--- src/rtl/cotf_pkg.sv ---
// shared types and constants of the clock offset tracking filter
`default_nettype none

package cotf_pkg;

   typedef enum logic [4:0] {
      S_IDLE,
      S_OBS,
      S_SCREEN,
      S_DECIDE,
      S_DIV,
      S_BLA0,
      S_BLA1,
      S_BLB0,
      S_BLB1,
      S_GAIN,
      S_FIRST,
      S_PRED,
      S_DIFF,
      S_ERR,
      S_MULD,
      S_DELTA,
      S_UPD,
      S_MULS,
      S_SKEW,
      S_ACCEPT,
      S_FINISH
   } state_type;

   localparam int MAC_W = 84;

   typedef struct packed {
      logic       en;
      logic       clear;
      logic [1:0] lane;
   } mac_ctl_type;

   localparam logic [1:0] ST_ACCEPTED = 2'd0;
   localparam logic [1:0] ST_RTT_HIGH = 2'd1;
   localparam logic [1:0] ST_OUTLIER  = 2'd2;
   localparam logic [1:0] ST_RESET    = 2'd3;

   localparam logic [3:0] CSR_ALPHA_START   = 4'd0;
   localparam logic [3:0] CSR_BETA_START    = 4'd1;
   localparam logic [3:0] CSR_ALPHA_END     = 4'd2;
   localparam logic [3:0] CSR_BETA_END      = 4'd3;
   localparam logic [3:0] CSR_SETTLE        = 4'd4;
   localparam logic [3:0] CSR_RTT_LIMIT     = 4'd5;
   localparam logic [3:0] CSR_DEV_LIMIT     = 4'd6;
   localparam logic [3:0] CSR_OUTLIER_LIMIT = 4'd7;

   localparam logic [35:0] NS_PER_MS   = 36'd1000000;
   localparam logic [46:0] ERR_INT_LIM = 47'h4000_0000_0000;
   localparam logic [63:0] INT_MAX     = 64'h7FFF_FFFF_FFFF_FFFF;
   localparam logic [63:0] INT_MIN     = 64'h8000_0000_0000_0000;

endpackage

`default_nettype wire

--- src/rtl/cotf_div.sv ---
// restoring divider, one quotient bit per cycle
`default_nettype none

module cotf_div #(
   parameter int DW = 23
) (
   input  wire logic          clock,
   input  wire logic          reset,
   input  wire logic          start,
   input  wire logic [DW-1:0] dividend,
   input  wire logic [15:0]   divisor,
   output logic               done,
   output logic [DW-1:0]      quotient
);
   import cotf_pkg::*;

   localparam int CW = $clog2(DW + 1);

   logic          busy_ff;
   logic          done_ff;
   logic [CW-1:0] cnt_ff;
   logic [15:0]   rem_ff;
   logic [DW-1:0] quo_ff;
   logic [16:0]   rem_sh;
   logic          fits;
   logic [16:0]   rem_in;

   assign rem_sh = {rem_ff, quo_ff[DW-1]};
   assign fits   = rem_sh >= {1'b0, divisor};
   assign rem_in = fits ? rem_sh - {1'b0, divisor} : rem_sh;

   always_ff @(posedge clock) begin
      if (reset) begin
         busy_ff <= 1'b0;
         done_ff <= 1'b0;
         cnt_ff  <= '0;
      end else begin
         done_ff <= 1'b0;
         if (start) begin
            busy_ff <= 1'b1;
            cnt_ff  <= CW'(DW);
         end else if (busy_ff) begin
            cnt_ff <= cnt_ff - CW'(1);
            if (cnt_ff == CW'(1)) begin
               busy_ff <= 1'b0;
               done_ff <= 1'b1;
            end
         end
      end
   end

   always_ff @(posedge clock) begin
      if (start) begin
         rem_ff <= '0;
         quo_ff <= dividend;
      end else if (busy_ff) begin
         rem_ff <= rem_in[15:0];
         quo_ff <= {quo_ff[DW-2:0], fits};
      end
   end

   assign done     = done_ff;
   assign quotient = quo_ff;

endmodule

`default_nettype wire

--- config.mk ---
export PLATFORM = sky130hd
export DESIGN_NAME = cotf_div
export DESIGN_NICKNAME = d
export VERILOG_FILES = /design/src/rtl/cotf_pkg.sv /design/src/rtl/cotf_div.sv
export SDC_FILE = /design/constraint.sdc
export NUM_CORES = 1
export LEC_CHECK = 0
export BUFFER_PORTS_ARGS = -buffer_cell sky130_fd_sc_hd__buf_4
export CAP_MARGIN = 20
export CORE_ASPECT_RATIO = 2
export CORE_MARGIN = 4
export CORE_UTILIZATION = 39
export DETAILED_ROUTE_END_ITERATION = 12
export MAX_ROUTING_LAYER = met4
export PLACE_DENSITY = 0.58
export SLEW_MARGIN = 20
export SYNTH_ARGS = -nofsm -noshare
export SYNTH_HDL_FRONTEND = slang
export SYNTH_SLANG_ARGS = --single-unit
--- constraint.sdc ---
create_clock -name clock -period 4.8 [get_ports clock]
set_input_delay 0.72 -clock clock [delete_from_list [all_inputs] [get_ports clock]]
set_output_delay 0.72 -clock clock [all_outputs]
set_load 0.05 [all_outputs]
Word level (Yosys, flattened, before mapping)
Index checks and enable logic that the tools add are counted.
Word-level totals
  register bits after elaboration: 46
  bits of input ports: 42
  output and inout bits: 24
  logic and storage cells: 23
Operators by class
  add/subtract/negate cells: 2
  magnitude comparators: 1
  equal/unequal tests: 1
  mux-type cells: 9
  bitwise gates (word level): 1
  reductions and logical operators: 3
Operators by type and width (number)
  $mux W23: 2
  $ge A17 B16 Y1: 1
  $mux W16: 1
  $sub A16 B16 Y16: 1
  $mux W5: 2
  $eq A5 B1 Y1 const B: 1
  $sub A5 B1 Y5 const B: 1
  $mux W1: 4
  $reduce_or A3 Y1: 1
  $reduce_bool A2 Y1: 1
  $reduce_or A2 Y1: 1
  $not A1 Y1: 1

Logic depth before layout (Yosys ltp)
  depth in word-level cells: 4
  depth in mapped cells: 11
  depth with buffers taken out: 10

Least setup slack after synthesis
No wires, ideal clock.
  kind: input -> register
  from: in divisor[4]
  to: reg rem_ff[0]
  arrival time: 2720 ps
  setup slack: 1994 ps
  cell stages on the path: 9
  buffers on the path: 0
  path through: inv_1 ha_1 o211ai_1 a21oi_2 nor2_1 o31a_1 o31ai_4 mux2_2 a211oi_1
Between the ends
  word-level cells in the longest chain between the ends: 2
RTL lines
  start, declared: RTL line cotf_div.sv:11  | input wire logic [15:0] divisor,
  $ge A17 B16 Y1: RTL line cotf_div.sv:29  | assign fits = rem_sh >= {1'b0, divisor};
  $mux W16: RTL line cotf_div.sv:30  | assign rem_in = fits ? rem_sh - {1'b0, divisor} : rem_sh;
  end signal, assigned: RTL line cotf_div.sv:57  | rem_ff <= rem_in[15:0];
  end, declared: RTL line cotf_div.sv:22  | logic [15:0] rem_ff;
Every way passes these cells.
A chain may end at the register's enable or synchronous reset.

Worst setup path after layout
Same ends and word-level chain as after synthesis.

==> metrics <==
wire length of the first global-routing pass=11500 um; Post-Route WL=6840 um; Pre-Repair DR Iteration Count=4; number of cell rows=43; slew at the pin closest to its max-slew limit=0.854 ns; type of the worst setup path=in -> reg; worst hold path stage count=2; vias in the first global route=2503; part of the total power dissipated in the clock network=0.315; cell type contributing the most total cell area after synthesis=edfxtp_1; register share of total power=0.423; static leakage=1.52 nW; number of setup violations in the final report=0; cell area after synthesis=2850 um^2; Vias per Instance=5.28; Hold Crit Start=rem_ff[2]$_SDFFE_PP0P_; Warnings, synthesis=0; area taken by multi-input logic gates=1560 um^2; number of synthesized flops with an enable pin=23; core box area=6990 um^2; Crit path required time=5.00 ns; worst min path class=reg -> reg; Avg Synthesized Cell Area=9.91 um^2; pin count of the biggest net entering global routing=39; Synth Flop Type=edfxtp_1; Post-Syn Instances=287; total of max-cap violations=0; max_slew headroom=0.430; diode count=0; Synth top cells by count=28 x nor2_1, 24 x mux2_2, 23 x dfxtp_1, 23 x edfxtp_1, 22 x inv_1; Layout Nets=411; fraction of synthesis flops using an asynchronous set or reset pin=0; setup fix buffers added after clock tree synthesis=0; I/O pin cnt=66; Detail Route Antenna Nets=0; maximum clock path buffer count=2; die area=8810 um^2; Worst Setup Start Kind=input port; H-tree depth=2; half-perimeter wire length of the detailed placement result=5300 um; post-cts sizing count=0; Total Routing Usage GR=0.176; Final GP Congestion=0.887; end of the worst hold path=rem_ff[2]$_SDFFE_PP0P_; number of clock buffers inserted by TritonCTS=5; number of nets in the synthesized netlist=348; setup_tns=0 ns; gr ovfl total=0; CTS tree=done; die height=129 um; initial antenna violation count=0; peak supply drop=0.271 mV; worst endpoint data arrival time=3.35 ns; number of max-slew violations in the final report=0; width of the die=68.4 um; combinational group share of total power=0.261; clock sink count=46; number of placed instances, taps included=433; internal portion of total power=0.000775 W; ratio of final minimum period to clock period=0.657; most area-consuming cells after synthesis=edfxtp_1 24%, dfxtp_1 16%, mux2_2 9.5%; final non-filler cell total=441; number of buffers added to fix hold violations after cts=0; worst clock skew=0.00681 ns; minimum period implied by the final worst setup slack=3.15 ns; Reg-to-Reg End=rem_ff[0]$_SDFFE_PP0P_; flop-to-flop setup slack=1.86 ns; area overhead of the layout relative to synthesis=25.0%; most common cell in the netlist=nor2_1; count of buffers from port buffering=65; PD cells=314 nW/um^2; run status=completed; DRC=0; worst-path fanout max=11; R2R Path Start=rem_ff[3]$_SDFFE_PP0P_; total number of vias=2327; fraction of power spent switching nets=0.305; Detailed Route Iter0 Violations=146; clk root buf=clkbuf_16; switching power=0.000340 W; fraction of final layout cells with drive strength greater than 1=0.288; achievable frequency=317 MHz; unique cell type count in the Yosys netlist=48; CTS clock-pin slew for the worst setup and hold paths=0.06 ns; wire length per cell=15.5 um; Seq. cell area=1150 um^2; effective utilization at floorplan=0.407; Worst setup EP type=flop; endpoints failing hold=0; RSZ-0062 raised after global routing=no; fraction of post-synthesis cell area in the top cell type by area=0.243; sequential fraction of the synthesis area=0.405; Layout fillers=701; Seq cells post-synth=46; worst reg-to-reg path cell count=9; latest clock arrival within the worst-skew pair=0.29 ns
worst max-delay path by stage:
stage / start / to / slack [ns]
floorplan: divisor[4] / rem_ff[0]$_SDFFE_PP0P_ / 1.99
global placement: divisor[4] / rem_ff[0]$_SDFFE_PP0P_ / 1.37
detailed placement: divisor[4] / rem_ff[0]$_SDFFE_PP0P_ / 1.34
CTS: divisor[4] / rem_ff[0]$_SDFFE_PP0P_ / 1.63
global route: divisor[4] / rem_ff[0]$_SDFFE_PP0P_ / 1.45
finish: divisor[4] / rem_ff[0]$_SDFFE_PP0P_ / 1.65
layer usage:
layer,GRT usage,vias to the layer above,routed length (um)
li1,-,1155,-
met3,0.0271,16,296
met1,0.186,1087,2520
met5,-,-,0
met4,0.0856,0,248
met2,0.304,69,3770
cell usage in the layout, fill, tap and decap left out, drive strengths merged, types with 2 or more instances in the layout:
cell type,n
o21ai,15
buf,67
nor3,3
nor3b,2
o31ai,2
a21o,7
a21oi,17
ha,18
clkbuf,7
a31oi,2
nand2b,6
nand4,2
o2bb2a,2
o311ai,3
xnor2,11
inv,22
nor2,28
dfxtp,23
nor2b,2
edfxtp,23
mux2i,13
nand3,5
nand2,17
mux2,24
a211oi,6
o211ai,2
xor2,4
o21a,3
state kept, by name, indices dropped and copies added (netlist names):
| register | flops |
|---|---|
| rem_ff | 16 |
| done | 1 |
| quotient | 23 |
| cnt_ff | 5 |
| busy_ff | 1 |
logic make-up (layout without fill, tap and decap cells):
group / after synthesis / in the layout / share of synthesized area
AO/OA/AOI/OAI: 66 / 66 / 0.158
XOR/XNOR: 15 / 15 / 0.0462
adder cells (fa/ha/maj): 19 / 19 / 0.0862
buffers and inverters: 33 / 97 / 0.0471
flip-flops: 46 / 46 / 0.405
multiplexers: 37 / 37 / 0.141
AND/OR/NAND/NOR: 71 / 71 / 0.117
final cells by class:
class | count | area share
repair buffers | 67 | 0.141
flip-flops and latches | 46 | 0.324
multi-input cells | 208 | 0.439
clock buffers | 7 | 0.0401
well taps | 90 | 0.0317
clock inverters | 1 | 0.00141
inverters | 22 | 0.0232
power by group through the flow:
stage               clock network (W)  logic (W)  registers (W)
global route                 0.000379   0.000316       0.000478
floorplan                           0   0.000136       0.000546
finish                       0.000352   0.000291       0.000472
detailed placement                  0   0.000293       0.000481
global placement                    0   0.000293       0.000481
CTS                          0.000363   0.000294       0.000473
metrics by stage:
| stage | hold slack [ns] | total power, W | util | worst slack, ns | cell area [um^2] |
|---|---|---|---|---|---|
| 2_1_floorplan | 0.444 | 0.000681 | - | 1.99 | 2850 |
| 6_report | 0.473 | 0.00112 | 0.509 | 1.65 | 3560 |
| 3_5_place_dp | 0.467 | 0.000774 | 0.487 | 1.34 | 3410 |
| 3_3_place_gp | 0.460 | 0.000774 | 0.487 | 1.37 | 3410 |
| 4_1_cts | 0.476 | 0.00113 | 0.509 | 1.63 | 3560 |
| 5_1_grt | 0.516 | 0.00117 | 0.509 | 1.45 | 3560 |
worst max-delay path: stages:
cell      delay [ns]
buf_4           0.08
inv_1           0.04
ha_1            0.39
o211ai_1        0.14
a21oi_2         0.13
nor2_1          0.08
o31a_1          0.34
o31ai_4         0.58
buf_4           0.31
mux2_2          0.34
a211oi_1        0.21
Power figures use the tool's default switching activity.
