`config.mk`:
```
export PLATFORM = sky130hd
export DESIGN_NAME = cotf_mac
export DESIGN_NICKNAME = d
export VERILOG_FILES = /design/src/rtl/cotf_pkg.sv /design/src/rtl/cotf_mac.sv
export SDC_FILE = /design/constraint.sdc
export NUM_CORES = 1
export LEC_CHECK = 0
export BUFFER_PORTS_ARGS = -buffer_cell sky130_fd_sc_hd__buf_4
export CORE_MARGIN = 4
export CORE_UTILIZATION = 60
export DETAILED_ROUTE_END_ITERATION = 10
export GPL_ROUTABILITY_DRIVEN = 0
export PLACE_DENSITY_LB_ADDON = 0.1
export SETUP_SLACK_MARGIN = 0.2
export SLEW_MARGIN = 20
export SYNTH_ARGS = -nofsm -noshare
export SYNTH_HDL_FRONTEND = slang
export SYNTH_SLANG_ARGS = --single-unit
```
`constraint.sdc`:
```
create_clock -name clock -period 28.9 [get_ports clock]
set_clock_uncertainty 0.1 [all_clocks]
set_input_delay 7.225 -clock clock [delete_from_list [all_inputs] [get_ports clock]]
set_output_delay 7.225 -clock clock [all_outputs]
set_load 0.01 [all_outputs]
```
`src/rtl/cotf_pkg.sv`:
```
// shared types and constants of the clock offset tracking filter
`default_nettype none

package cotf_pkg;

   typedef enum logic [4:0] {
      S_IDLE,
      S_OBS,
      S_SCREEN,
      S_DECIDE,
      S_DIV,
      S_BLA0,
      S_BLA1,
      S_BLB0,
      S_BLB1,
      S_GAIN,
      S_FIRST,
      S_PRED,
      S_DIFF,
      S_ERR,
      S_MULD,
      S_DELTA,
      S_UPD,
      S_MULS,
      S_SKEW,
      S_ACCEPT,
      S_FINISH
   } state_type;

   localparam int MAC_W = 84;

   typedef struct packed {
      logic       en;
      logic       clear;
      logic [1:0] lane;
   } mac_ctl_type;

   localparam logic [1:0] ST_ACCEPTED = 2'd0;
   localparam logic [1:0] ST_RTT_HIGH = 2'd1;
   localparam logic [1:0] ST_OUTLIER  = 2'd2;
   localparam logic [1:0] ST_RESET    = 2'd3;

   localparam logic [3:0] CSR_ALPHA_START   = 4'd0;
   localparam logic [3:0] CSR_BETA_START    = 4'd1;
   localparam logic [3:0] CSR_ALPHA_END     = 4'd2;
   localparam logic [3:0] CSR_BETA_END      = 4'd3;
   localparam logic [3:0] CSR_SETTLE        = 4'd4;
   localparam logic [3:0] CSR_RTT_LIMIT     = 4'd5;
   localparam logic [3:0] CSR_DEV_LIMIT     = 4'd6;
   localparam logic [3:0] CSR_OUTLIER_LIMIT = 4'd7;

   localparam logic [35:0] NS_PER_MS   = 36'd1000000;
   localparam logic [46:0] ERR_INT_LIM = 47'h4000_0000_0000;
   localparam logic [63:0] INT_MAX     = 64'h7FFF_FFFF_FFFF_FFFF;
   localparam logic [63:0] INT_MIN     = 64'h8000_0000_0000_0000;

endpackage

`default_nettype wire

```
`src/rtl/cotf_mac.sv`:
```
// shared 18x18 multiplier with shifting accumulator
`default_nettype none

module cotf_mac (
   input  wire logic                         clock,
   input  wire cotf_pkg::mac_ctl_type        ctl,
   input  wire logic signed [17:0]           op_a,
   input  wire logic signed [17:0]           op_b,
   output logic signed [cotf_pkg::MAC_W-1:0] acc
);
   import cotf_pkg::*;

   logic signed [35:0]      prod;
   logic signed [MAC_W-1:0] term;
   logic signed [MAC_W-1:0] acc_ff;
   logic signed [MAC_W-1:0] acc_in;

   assign prod = op_a * op_b;
   assign term = $signed({{(MAC_W - 36){prod[35]}}, prod}) <<< {ctl.lane, 4'b0000};

   always_comb begin
      acc_in = acc_ff;
      if (ctl.en) begin
         acc_in = (ctl.clear ? '0 : acc_ff) + term;
      end
   end

   always_ff @(posedge clock) begin
      acc_ff <= acc_in;
   end

   assign acc = acc_ff;

endmodule

`default_nettype wire

```
Word level (Yosys, flattened, before mapping) --
Index checks and enable logic that the tools add are counted.
Word-level totals: register bits after elaboration 84, bits in latches 0, memory bits (writable) 0, memory bits (read-only) 0, input bits 41, output and inout port bits 84, logic and storage cells 5, memories kept 0
Cells by class: $add $sub $neg 1, multiply operators 1, div/mod/pow operators 0, magnitude comparators 0, equality and inequality tests 0, shift-type cells 1, multiplexer cells 1, bitwise gates (word level) 0, reduce and logical (&&, ||, !) cells 0
Operators with widths (count):
- 84-bit adder | 1
- 84-bit 2-to-1 mux | 1
- 36-bit by 6-bit <<< shifter with 84-bit output | 1
- 18-bit by 18-bit multiplier with 36-bit output | 1

Depth between registers and ports, before layout --
depth after elaboration 3, depth in mapped cells 41

Worst setup path before layout --
OpenSTA, ideal clock, no wires.
kind input -> register, start in op_a[17], end reg acc_ff[75], in the netlist acc[75], data pin, setup time 264 ps, arrival 15675 ps, setup slack 12861 ps, stages 36, path buffers 4, cells stage by stage clkbuf_1 > clkbuf_1 > nand2_1 > fa_1 > inv_1 > fa_1 > inv_1 > fa_1 > inv_1 > fa_1 > fa_1 > inv_1 > fa_1 > inv_1 > ha_1 > nand3_1 > or3_1 > nand4bb_1 > a211oi_1 > or3_1 > a31oi_2 > xnor2_2 > nand3_2 > buf_4 > o211ai_1 > ha_1 > clkbuf_1 > a21oi_1 > o211ai_1 > a221oi_1 > o31ai_1 > or4_4 > a21oi_4 > o21ai_2 > a21oi_1 > xnor2_1
On the way: word-level cells in the longest chain between the ends 3
RTL lines:
- start, declared | line cotf_mac.sv:7 | input wire logic signed [17:0] op_a,
- 18-bit by 18-bit multiplier with 36-bit output | line cotf_mac.sv:18 | assign prod = op_a * op_b;
- 36-bit by 6-bit <<< shifter with 84-bit output | line cotf_mac.sv:19 | assign term = $signed({{(MAC_W - 36){prod[35]}}, prod}) <<< {ctl.lane, 4'b0000};
- 84-bit adder | line cotf_mac.sv:24 | acc_in = (ctl.clear ? '0 : acc_ff) + term;
- end signal, assigned | line cotf_mac.sv:29 | acc_ff <= acc_in;
- end, declared | line cotf_mac.sv:15 | logic signed [MAC_W-1:0] acc_ff;
No other way between the ends. A chain may end at the register's enable or synchronous reset.

Worst setup path after layout --
start in op_b[3], end reg acc_ff[83], in the netlist acc[83], data pin
On the way: word-level cells in the longest chain between the ends 3
RTL lines:
- start, declared | line cotf_mac.sv:8 | input wire logic signed [17:0] op_b,
- 18-bit by 18-bit multiplier with 36-bit output | line cotf_mac.sv:18
- 36-bit by 6-bit <<< shifter with 84-bit output | line cotf_mac.sv:19
- 84-bit adder | line cotf_mac.sv:24
No other way between the ends.

==> impl_summary.log <==
INFO  metric outcome = complete, no violations
INFO  metric rsz0062_at_grt = false
INFO  metric totalWireLength = 57,450 µm
INFO  metric worst_path_max_delay_cell = sky130_fd_sc_hd__nor3_1
INFO  metric cp_data_arrival_time = 17,280 ps
INFO  metric async_flop_share = 0%
INFO  metric pin_count = 125
INFO  metric hpwl = 47,190 µm
INFO  metric design.final.nets = 3,040
INFO  metric detailedRoute.firstIterationViolations = 1,583
INFO  metric setup_viol = 0
INFO  metric slew_headroom = 43.56%
INFO  metric cts_hold_buffers_added = 0
INFO  metric initial_core_util = 61.25%
INFO  metric drive_above_1_share = 6.886%
INFO  metric die_width = 196.5 µm
INFO  metric pin_count_of_the_biggest_net_entering_global_routing = 57
INFO  metric post-cts-setup-buffers = 0
INFO  metric crit_path_end_kind = flip-flop
INFO  metric antenna-diode-count = 0
INFO  metric initial_antenna_violation_count = 1
INFO  metric layout.area.seq = 2522 µm²
INFO  metric die_height = 196.5 µm
INFO  metric tritoncts = yes
INFO  metric ys_seq_area_share = 11.83%
INFO  metric post_cts.resized_instances = 0
INFO  metric die_area = 38,600 µm²
INFO  metric core_area = 34,800 µm²
INFO  metric combined_area_of_all_synthesized_cells = 21,310 µm²
INFO  metric finalNonFillerCells = 2,953
INFO  metric area_delta_synth_final = 6.346%
INFO  metric worst_skew_pair.late_latency = 370 ps
INFO  metric largest_reg_flops = 84
INFO  metric tightestPinTransition = 841.5 ps
INFO  metric setup_total_negative_slack = 0 ps
INFO  metric detail_route.vias_per_cell = 5.944
INFO  metric first_global_vias = 18,000
INFO  metric critical-path-max-stage-delay = 580 ps
INFO  metric ctsRootBufferMaster = sky130_fd_sc_hd__clkbuf_16
INFO  metric overflow_left_after_global_routing = 0
INFO  metric drc = 0
INFO  metric synth_nets = 3,018
INFO  metric cts_max_level = 3
INFO  metric post_synth_inst_count = 2,471
INFO  metric netlist.area_leader.share = 31.00%
INFO  metric fill_cells = 2,996
INFO  metric critPathMostFrequentCell = sky130_fd_sc_hd__fa_1
INFO  metric critPathRequiredTime = 28,920 ps
INFO  metric layout_worst_path_cycle_share = 59.73%
INFO  metric cts-buffers-inserted = 9
INFO  metric multi_input_comb_area = 16,840 µm²
INFO  metric netlist-cell-type-count = 86
INFO  metric ant_nets_after_route = 0
INFO  metric syn_area_cell = 8.626 µm²
INFO  metric clock.fmax = 57.93 MHz
INFO  metric synth_edf_count = 84
INFO  metric final_hold_viol_count = 0
INFO  metric clock_path_buffers = 2
INFO  metric grt_pass1_wl = 94,320 µm
INFO  metric clock_sink_count = 84
INFO  metric placed_cells = 2,937
INFO  metric drv_cap = 0
INFO  metric holdCritPathClass = reg -> reg
INFO  metric synth_common_cells = sky130_fd_sc_hd__inv_1, sky130_fd_sc_hd__fa_1, sky130_fd_sc_hd__nand2_1
INFO  metric post-synth-top-area-cell = sky130_fd_sc_hd__fa_1
INFO  metric drt-pass1-iter-count = 6
INFO  metric yosys-top-cells-area = sky130_fd_sc_hd__fa_1, sky130_fd_sc_hd__edfxtp_1, sky130_fd_sc_hd__ha_1, sky130_fd_sc_hd__inv_1, sky130_fd_sc_hd__and2_1
INFO  metric path_max_fanout = 18
INFO  metric synth_most_common_cell = sky130_fd_sc_hd__inv_1
INFO  metric placement_rows = 68
INFO  metric setup.worst_path.class = in -> reg
INFO  metric postSynthRegisterBits = 84
INFO  metric maxSlewViolCount = 0
INFO  metric critical_path.startpoint_type = primary input
INFO  metric wire_per_inst = 19.46 µm
INFO  metric postSynth.topFlopCell = sky130_fd_sc_hd__edfxtp_1
INFO  metric groute.usage.overall = 30.20%
INFO  metric route.vias.total = 17,550
INFO  metric fin_crit = 17,260 ps
INFO  metric buffer_ports.inserted = 124
INFO  metric clk_transition_reported_paths = 70 ps
INFO  metric yosysWarnings = 0
-- cell usage in the layout, fill, tap and decap left out, types with 8 or more instances in the layout --
cell type / synthesis / final
sky130_fd_sc_hd__nor3_1: 25 / 25
sky130_fd_sc_hd__ha_1: 176 / 176
sky130_fd_sc_hd__clkbuf_16: 0 / 9
sky130_fd_sc_hd__xnor2_1: 74 / 74
sky130_fd_sc_hd__edfxtp_1: 84 / 84
sky130_fd_sc_hd__a21o_1: 61 / 61
sky130_fd_sc_hd__and2_1: 172 / 172
sky130_fd_sc_hd__buf_4: 2 / 126
sky130_fd_sc_hd__nand2_1: 246 / 246
sky130_fd_sc_hd__xor2_1: 31 / 31
sky130_fd_sc_hd__a211oi_1: 15 / 15
sky130_fd_sc_hd__o21ai_1: 21 / 21
sky130_fd_sc_hd__inv_1: 397 / 397
sky130_fd_sc_hd__o21a_1: 16 / 16
sky130_fd_sc_hd__o211ai_1: 21 / 21
sky130_fd_sc_hd__or3_1: 8 / 8
sky130_fd_sc_hd__nand3_1: 38 / 38
sky130_fd_sc_hd__fa_1: 330 / 330
sky130_fd_sc_hd__o21bai_1: 23 / 23
sky130_fd_sc_hd__nand4_1: 28 / 28
sky130_fd_sc_hd__and3_1: 17 / 17
sky130_fd_sc_hd__nor2_1: 131 / 131
sky130_fd_sc_hd__a21oi_1: 143 / 143
sky130_fd_sc_hd__o21ai_0: 52 / 52
sky130_fd_sc_hd__a31oi_1: 16 / 16
sky130_fd_sc_hd__nand2b_1: 12 / 12
sky130_fd_sc_hd__nor2b_1: 93 / 93
-- metrics by stage --
stage               util, %  hold slack [ps]  cell area (µm²)  setup slack (ps)
global placement      64.31            713.5            22380             11590
floorplan                 -            643.8            21310             12860
CTS                   65.14            752.5            22670             11860
detailed placement    64.31            733.9            22380             11510
finish                65.14            728.1            22670             11640
global route          65.14            833.1            22670             11080
-- cells by family after synthesis --
kind of cell,synth area share (%)
AND/OR/NAND/NOR,19.34
flip-flops,11.83
XOR/XNOR,4.391
AO/OA/AOI/OAI,13.67
adder cells (fa/ha/maj),41.33
buffers and inverters,9.134
multiplexers,0.3052
-- metal layers --
layer  global-route usage [%]  wire (µm)  vias up
li1                         -          -     8067
met1                    42.06      24220     8621
met2                    49.52      27030      726
met3                    3.915       4198      136
met4                    10.01       1992        2
met5                        0         13        -
-- worst paths after layout --
| path | start | endpoint | slack, ps | cells after the start |
|---|---|---|---|---|
| worst max register to register | acc[0] | acc[56] | 24560 | 14 |
| worst min register to register | acc[83] | acc[83] | 730 | 3 |
| worst max-delay path | op_b[3] | acc[83] | 11640 | 34 |
| worst min-delay path | acc[83] | acc[83] | 730 | 3 |
-- worst max-delay path, delay by kind of cell --
kind	cells	cell delay, ps
adder cells (fa/ha/maj)	8	3730
XOR/XNOR	2	560
buffers and inverters	6	570
AO/OA/AOI/OAI	6	1610
AND/OR/NAND/NOR	12	3540
-- final cells by class --
class	count	share of cell area, %
flip-flops and latches	84	11.13
clock inverters	4	0.2208
clock buffers	12	1.043
well taps	455	2.512
inverters	399	6.607
multi-input cells	1873	74.32
repair buffers	126	4.173
Power is left out: the tool's default activity adds up to more than one toggle a clock period on the data nets, which glitch-free logic cannot reach.
